## src/rtl/core/jhsc_pkg.sv

```systemverilog
package jhsc_pkg;

    // Configuration register indexes
    localparam int unsigned CFG_IDX_W = 1;
    localparam logic [CFG_IDX_W-1:0] CFG_EXPECTED_WIDTH  = 1'd0;
    localparam logic [CFG_IDX_W-1:0] CFG_EXPECTED_HEIGHT = 1'd1;

    localparam logic [15:0] EXPECTED_WIDTH_RST  = 16'd640;
    localparam logic [15:0] EXPECTED_HEIGHT_RST = 16'd480;

    // Verdict codes
    localparam logic [2:0] ST_OK      = 3'd0;
    localparam logic [2:0] ST_WRONG   = 3'd1;
    localparam logic [2:0] ST_NOTJPEG = 3'd2;
    localparam logic [2:0] ST_FORMAT  = 3'd3;
    localparam logic [2:0] ST_TRUNC   = 3'd4;

    // Marker bytes
    localparam logic [7:0] MARK_PREFIX = 8'hFF;
    localparam logic [7:0] MARK_SOI    = 8'hD8;
    localparam logic [7:0] MARK_SOS    = 8'hDA;

    typedef struct packed {
        logic [7:0] data_byte;
        logic       end_of_file;
    } in_t;

    typedef struct packed {
        logic [2:0]  status;
        logic [15:0] image_width;
        logic [15:0] image_height;
    } out_t;

    typedef struct packed {
        logic [15:0] expected_width;
        logic [15:0] expected_height;
    } cfg_t;

    // Input register to parser handshake
    typedef struct packed {
        logic valid;
        in_t  data;
    } stage_t;

endpackage

```

## src/rtl/core/jhsc_parser.sv

```systemverilog
module jhsc_parser (
    input  logic             clk,
    input  logic             rst_n,
    input  jhsc_pkg::cfg_t   cfg,
    input  jhsc_pkg::stage_t stage,
    output logic             take,
    output logic             advance,
    output logic             result_valid,
    input  logic             result_stall,
    output jhsc_pkg::out_t   result_data
);

    typedef enum logic [2:0] {
        PH_SOI0,
        PH_SOI1,
        PH_MARK,
        PH_CODE,
        PH_LENH,
        PH_LENL,
        PH_SOFP,
        PH_SKIP
    } phase_t;

    typedef struct packed {
        phase_t      phase;
        logic [15:0] rem;
        logic        to_end;
    } skip_t;

    phase_t         phase_reg, phase_next;
    logic [7:0]     marker_code_reg, marker_code_next;
    logic [7:0]     length_high_reg, length_high_next;
    logic [2:0]     payload_index_reg, payload_index_next;
    logic [15:0]    skip_remaining_reg, skip_remaining_next;
    logic           skip_to_end_reg, skip_to_end_next;
    logic [15:0]    held_width_reg, held_width_next;
    logic [15:0]    held_height_reg, held_height_next;
    logic           verdict_given_reg, verdict_given_next;
    logic           result_valid_reg, result_valid_next;
    jhsc_pkg::out_t result_data_reg, result_data_next;

    logic           emit;
    logic [2:0]     emit_status;
    logic [7:0]     b;
    logic [15:0]    seg_len;
    logic [2:0]     idx_inc;
    skip_t          sk_hdr;
    skip_t          sk_sof;

    function automatic logic is_sof(input logic [7:0] c);
        is_sof = c inside {[8'hC0:8'hC3], [8'hC5:8'hC7], [8'hC9:8'hCB], [8'hCD:8'hCF]};
    endfunction

    // Leave a segment header or SOF payload: skip what is left of the segment.
    function automatic skip_t start_skip(input logic [15:0] len, input logic [15:0] used,
                                         input logic [15:0] cur_rem);
        skip_t s;
        s.phase  = PH_SKIP;
        s.rem    = cur_rem;
        s.to_end = 1'b0;
        if (len < used)
        begin
            s.to_end = 1'b1;
        end
        else if (len == used)
        begin
            s.phase = PH_MARK;
        end
        else
        begin
            s.rem = len - used;
        end
        return s;
    endfunction

    assign take    = !result_valid_reg || !result_stall;
    assign advance = stage.valid && take;

    assign b       = stage.data.data_byte;
    assign seg_len = {length_high_reg, b};
    assign idx_inc = payload_index_reg + 3'd1;
    assign sk_hdr  = start_skip(seg_len, 16'd2, skip_remaining_reg);
    assign sk_sof  = start_skip(skip_remaining_reg, 16'd7, skip_remaining_reg);

    always_comb
    begin
        phase_next          = phase_reg;
        marker_code_next    = marker_code_reg;
        length_high_next    = length_high_reg;
        payload_index_next  = payload_index_reg;
        skip_remaining_next = skip_remaining_reg;
        skip_to_end_next    = skip_to_end_reg;
        held_width_next     = held_width_reg;
        held_height_next    = held_height_reg;
        verdict_given_next  = verdict_given_reg;
        emit                = 1'b0;
        emit_status         = jhsc_pkg::ST_OK;

        if (!verdict_given_reg)
        begin
            case (phase_reg)
                PH_SOI0:
                begin
                    marker_code_next = b;
                    phase_next       = PH_SOI1;
                end
                PH_SOI1:
                begin
                    if (marker_code_reg == jhsc_pkg::MARK_PREFIX && b == jhsc_pkg::MARK_SOI)
                    begin
                        marker_code_next = 8'd0;
                        phase_next       = PH_MARK;
                    end
                    else
                    begin
                        emit        = 1'b1;
                        emit_status = jhsc_pkg::ST_NOTJPEG;
                    end
                end
                PH_MARK:
                begin
                    payload_index_next = {2'b00, b != jhsc_pkg::MARK_PREFIX};
                    phase_next         = PH_CODE;
                end
                PH_CODE:
                begin
                    marker_code_next = b;
                    phase_next       = PH_LENH;
                end
                PH_LENH:
                begin
                    length_high_next = b;
                    phase_next       = PH_LENL;
                end
                PH_LENL:
                begin
                    if (payload_index_reg[0])
                    begin
                        emit        = 1'b1;
                        emit_status = jhsc_pkg::ST_FORMAT;
                    end
                    else if (marker_code_reg == jhsc_pkg::MARK_SOS)
                    begin
                        emit        = 1'b1;
                        emit_status = (held_width_reg == cfg.expected_width &&
                                       held_height_reg == cfg.expected_height)
                                      ? jhsc_pkg::ST_OK : jhsc_pkg::ST_WRONG;
                    end
                    else if (is_sof(marker_code_reg))
                    begin
                        skip_remaining_next = seg_len;
                        payload_index_next  = 3'd0;
                        phase_next          = PH_SOFP;
                    end
                    else
                    begin
                        phase_next          = sk_hdr.phase;
                        skip_remaining_next = sk_hdr.rem;
                        skip_to_end_next    = skip_to_end_reg | sk_hdr.to_end;
                    end
                end
                PH_SOFP:
                begin
                    case (payload_index_reg)
                        3'd1: held_height_next = {b, held_height_reg[7:0]};
                        3'd2: held_height_next = {held_height_reg[15:8], b};
                        3'd3: held_width_next  = {b, held_width_reg[7:0]};
                        3'd4: held_width_next  = {held_width_reg[15:8], b};
                        default: ;
                    endcase
                    payload_index_next = idx_inc;
                    if (idx_inc >= 3'd5)
                    begin
                        payload_index_next  = 3'd0;
                        phase_next          = sk_sof.phase;
                        skip_remaining_next = sk_sof.rem;
                        skip_to_end_next    = skip_to_end_reg | sk_sof.to_end;
                    end
                end
                PH_SKIP:
                begin
                    if (!skip_to_end_reg)
                    begin
                        skip_remaining_next = skip_remaining_reg - 16'd1;
                        if (skip_remaining_reg == 16'd1)
                        begin
                            phase_next = PH_MARK;
                        end
                    end
                end
                default:
                begin
                    phase_next       = PH_SKIP;
                    skip_to_end_next = 1'b1;
                end
            endcase
        end

        if (emit)
        begin
            verdict_given_next = 1'b1;
        end

        // end of file: flag truncation if still open, then re-arm
        if (stage.data.end_of_file)
        begin
            if (!verdict_given_next)
            begin
                emit        = 1'b1;
                emit_status = jhsc_pkg::ST_TRUNC;
            end
            phase_next          = PH_SOI0;
            marker_code_next    = 8'd0;
            length_high_next    = 8'd0;
            payload_index_next  = 3'd0;
            skip_remaining_next = 16'd0;
            skip_to_end_next    = 1'b0;
            held_width_next     = 16'd0;
            held_height_next    = 16'd0;
            verdict_given_next  = 1'b0;
        end
    end

    always_comb
    begin
        result_data_next.status = emit_status;
        if (emit_status == jhsc_pkg::ST_OK || emit_status == jhsc_pkg::ST_WRONG)
        begin
            result_data_next.image_width  = held_width_reg;
            result_data_next.image_height = held_height_reg;
        end
        else
        begin
            result_data_next.image_width  = 16'd0;
            result_data_next.image_height = 16'd0;
        end

        if (advance)
        begin
            result_valid_next = emit;
        end
        else if (!result_stall)
        begin
            result_valid_next = 1'b0;
        end
        else
        begin
            result_valid_next = result_valid_reg;
        end
    end

    always_ff @(posedge clk or negedge rst_n)
    begin
        if (!rst_n)
        begin
            phase_reg          <= PH_SOI0;
            marker_code_reg    <= 8'd0;
            length_high_reg    <= 8'd0;
            payload_index_reg  <= 3'd0;
            skip_remaining_reg <= 16'd0;
            skip_to_end_reg    <= 1'b0;
            held_width_reg     <= 16'd0;
            held_height_reg    <= 16'd0;
            verdict_given_reg  <= 1'b0;
            result_valid_reg   <= 1'b0;
        end
        else
        begin
            if (advance)
            begin
                phase_reg          <= phase_next;
                marker_code_reg    <= marker_code_next;
                length_high_reg    <= length_high_next;
                payload_index_reg  <= payload_index_next;
                skip_remaining_reg <= skip_remaining_next;
                skip_to_end_reg    <= skip_to_end_next;
                held_width_reg     <= held_width_next;
                held_height_reg    <= held_height_next;
                verdict_given_reg  <= verdict_given_next;
            end
            result_valid_reg <= result_valid_next;
        end
    end

    always_ff @(posedge clk)
    begin
        if (advance && emit)
        begin
            result_data_reg <= result_data_next;
        end
    end

    assign result_valid = result_valid_reg;
    assign result_data  = result_data_reg;

endmodule

```

## config.mk

```make
export PLATFORM = sky130hd
export DESIGN_NAME = jhsc_parser
export DESIGN_NICKNAME = d
export VERILOG_FILES = /design/src/rtl/core/jhsc_pkg.sv /design/src/rtl/core/jhsc_parser.sv
export SDC_FILE = /design/constraint.sdc
export NUM_CORES = 1
export LEC_CHECK = 0
export ABC_AREA = 1
export BUFFER_PORTS_ARGS = -buffer_cell sky130_fd_sc_hd__buf_2
export CAP_MARGIN = 30
export CORE_MARGIN = 2
export CORE_UTILIZATION = 56
export DETAILED_ROUTE_END_ITERATION = 8
export PLACE_DENSITY = 0.77
export SETUP_SLACK_MARGIN = 0.1
export SYNTH_ARGS = -nofsm -noshare
export SYNTH_HDL_FRONTEND = slang
export SYNTH_SLANG_ARGS = --single-unit
```

## constraint.sdc

```tcl
create_clock -name clk -period 2.9 [get_ports clk]
set_input_delay 0.145 -clock clk [delete_from_list [all_inputs] [get_ports clk]]
set_output_delay 0.145 -clock clk [all_outputs]
set_load 0.02 [all_outputs]
```

==> run summary <==
The fill cell total of the finished layout was 1061; the wire length per cell was 14.4 um. Between clock sinks in the finished design, the worst skew comes to 0.00572 ns. For the maximum vdd ir drop, the log shows 0.000434 V.

The number of hold violations in the final report was 0; the number of violations reported at the end of detailed-routing iteration 0 was 466. The share of synthesized area in the top cell type comes to 27.0%. Dividing total power by cell area gives a power density of 854 nW/um^2.

For this run, asynchronously set or reset flops after synthesis account for 67.6%. The critical path is of the reg2reg type. Input and output buffers added on the ports amount to 82. The Yosys step of the flow raised 0 warnings. At the later pin of the worst-skew pair, clock insertion delay measures 0.36 ns. The tools report the leakage power figure as 3.55 nW.

Once detail routing completed, the nets flagged for antenna violations numbered 0. The synthesized design contains 35 enable-type register cells. The area of the placeable core came out at 11900 sq um. Setup violations remaining at the end of the flow were counted as 0.

Aggregate global routing overflow: 0. For this run, the share of the core covered by cells in the final layout is 63.5%. The repair_antennas step left the layout with diodes totalling 0. The shortest clock period the worst path allows after layout was 2.37 ns; the post-detailed-placement half-perimeter wirelength was 12.2 mm. The pre-antenna-repair detailed-routing pass consisted of 5 iterations.

The number of antenna violations at the first check in global routing is 0. After synthesis, the netlist uses 36 different library cells. In this run the worst path has a maximum fanout of 11. Across every metal layer, demand over resource in global routing totals 26.3%. The sum of negative setup slack is 0 ns, and the area growth from synthesis to layout is 11.8%. The die outline height is 114 um, and the synthesized instance count is 916.

For the pin with the worst max-slew slack, the measured transition is 0.730 ns. The tools report the number of buffers created by CTS as 9. Sequential elements use 42.5% of the synthesized area.

After synthesis the cells add up to 6770 sq um. In this run the tightest slew margin relative to its limit is 51.2%. The root buffer cell chosen for the clock tree is sky130_fd_sc_hd__clkbuf_16. The routed design has 16.5 mm of wire. The die covers 13000 sq um.

The tools report the count of clock tree sinks as 108. For this configuration, the core starts out at a cell density of 56.8%. The run gives 0 as the total of max-cap violations. The leading cell type by number of instances after synthesis was sky130_fd_sc_hd__nand2_1.

The average via count per standard cell was 5.37. The run finished with clean final reports. By count the netlist is led by 211 x sky130_fd_sc_hd__nand2_1, 133 x sky130_fd_sc_hd__nor2_1, 115 x sky130_fd_sc_hd__nand3_1, 113 x sky130_fd_sc_hd__inv_1, 73 x sky130_fd_sc_hd__dfrtp_1.

For the via count of the first global-routing pass, the log shows 5503. The path class of the tightest hold or removal check is in2reg. The number of gates resized after CTS was 0. For the worst setup path, the data arrival time is 2.67 ns. Setup repair after global routing left no endpoint under its margin.

The tools report the category of the worst setup path launch point as a flop. Entering global routing, the biggest net connects 36 pins. Largest area contributor in the synthesized netlist: sky130_fd_sc_hd__dfrtp_1. The first global-routing pass estimated 26.9 mm of wire.

The run gives 422 MHz as the maximum operating frequency. Depth of the most critical reg-to-reg path: 9. 83 I/O pins were placed. The nature of the critical path endpoint is a flop.

The worst hold path cell count was 3. The net count of the finished layout is 1048. TritonCTS built the clock tree.

The number of rows created at floorplan was 40; the fraction of final layout cells sized beyond drive strength 1 was 14.5%. The clock tree synthesis step divided the H-tree into 3 levels. The clock passes through at most 2 buffers. The number of flip-flops in the largest register is 35. The final critical path takes up 81.7% of the cycle. After synthesis the netlist holds a flip-flop and latch count of 108.

In the post-synthesis netlist, the biggest area contributors are sky130_fd_sc_hd__dfrtp_1 27%, sky130_fd_sc_hd__edfxtp_1 16%, sky130_fd_sc_hd__nand2_1 12%. The register clock-pin slew on the reported worst setup and hold paths came out at 0.07 ns. In the routed design, unresolved DRC markers number 0.

The die width is 114 um. The number of vias after detailed routing is 6147. The congestion estimate from routability-driven global placement came to 0.975.

When the netlist entered floorplanning its net count stood at 971. The mean instance size in the synthesized netlist was 7.39 sq um. The count of final max-slew check failures is 0, and the data required time at the worst endpoint is 3.20 ns.

The main flop type after synthesis was sky130_fd_sc_hd__dfrtp_1.
==> routing by layer <==
| metal | wire length, um | GRT usage [%] | up-vias |
|---|---|---|---|
| met3 | 1150 | 4.36 | 30 |
| met4 | 361 | 8.94 | 0 |
| met2 | 7200 | 40.6 | 256 |
| li1 | - | - | 3096 |
| met5 | 0 | 0 | - |
| met1 | 7780 | 37.8 | 2765 |
==> per-stage QoR <==
stage	cells	hold WS [ns]	power [mW]	worst slack [ns]	instance area, sq um
floorplan	916	-0.151	4.51	0.688	6770
global placement	1128	0.144	5.08	0.650	7250
detailed placement	1128	0.149	5.15	0.560	7250
CTS	1145	0.0377	6.45	0.532	7570
global route	1145	0.0650	6.96	0.272	7570
finish	1145	0.0348	6.46	0.531	7570
==> cell type report <==
type | instances | area [sq um] | share of cell area [%]
flip-flops and latches | 108 | 2880 | 38.0
multi-input cells | 664 | 3270 | 43.2
repair buffers | 91 | 480 | 6.35
clock buffers | 11 | 243 | 3.21
inverters | 119 | 449 | 5.94
clock inverters | 5 | 67.6 | 0.893
well taps | 147 | 184 | 2.43
==> repair_timing <==
action                                  4_1_cts  5_1_grt
hold buffers                                  1        0
buffers inserted                              0        0
endpoints found under the setup margin        0        0
endpoints found under the hold margin        20        0
==> worst max-delay path: stages (launching register included) <==
cell and delay (ns):
sky130_fd_sc_hd__dfrtp_1 0.43, sky130_fd_sc_hd__ha_1 0.24, sky130_fd_sc_hd__ha_1 0.31, sky130_fd_sc_hd__nor2_1 0.14, sky130_fd_sc_hd__nor2_1 0.07, sky130_fd_sc_hd__nor2_1 0.23, sky130_fd_sc_hd__nand2_2 0.12, sky130_fd_sc_hd__nor3_2 0.53
sky130_fd_sc_hd__nand3_1 0.15, sky130_fd_sc_hd__nand2_1 0.10
==> cell usage in the layout, fill, tap and decap left out, types with 9 or more instances in the layout <==
| cell | count |
|---|---|
| sky130_fd_sc_hd__nand2_1 | 211 |
| sky130_fd_sc_hd__nor2_1 | 133 |
| sky130_fd_sc_hd__nand3_1 | 115 |
| sky130_fd_sc_hd__inv_1 | 113 |
| sky130_fd_sc_hd__buf_2 | 82 |
| sky130_fd_sc_hd__dfrtp_1 | 73 |
| sky130_fd_sc_hd__o21ai_0 | 60 |
| sky130_fd_sc_hd__edfxtp_1 | 35 |
| sky130_fd_sc_hd__xnor2_1 | 27 |
| sky130_fd_sc_hd__a21oi_1 | 20 |
| sky130_fd_sc_hd__nand4_1 | 15 |
| sky130_fd_sc_hd__o21ai_1 | 15 |
| sky130_fd_sc_hd__ha_1 | 10 |
| sky130_fd_sc_hd__clkbuf_16 | 9 |
==> final timing paths <==
| kind | to | slack [ns] | start |
|---|---|---|---|
| worst min register to register | marker_code_reg[2] | 0.49 | marker_code_reg[2] |
| worst min-delay path | result_valid | 0.03 | result_stall |
| min in group asynchronous | length_high_reg[4] | 0.30 | rst_n |
| worst max register to register | skip_remaining_reg[6] | 0.53 | payload_index_reg[0] |
| max in group asynchronous | phase_reg[0] | 1.82 | rst_n |
| worst max-delay path | skip_remaining_reg[6] | 0.53 | payload_index_reg[0] |
==> power breakdown <==
group | internal (mW) | leakage (nW) | total [mW] | switching [mW]
clock | 0.707 | 0.152 | 1.30 | 0.589
combinational | 0.842 | 2.10 | 2.64 | 1.80
sequential | 2.09 | 1.30 | 2.53 | 0.440
total | 3.64 | 3.55 | 6.46 | 2.82
==> cell families after synthesis <==
| kind of cell | Yosys count | synth area share, % |
|---|---|---|
| adders and majority gates | 10 | 1.85 |
| buffers and inverters | 144 | 9.24 |
| AOI/OAI and AO/OA | 103 | 8.15 |
| and+or+nand+nor | 517 | 33.8 |
| DFF | 108 | 42.5 |
| xor gates and xnor gates | 34 | 4.40 |
No activity file was read; power rests on OpenSTA's default activity.
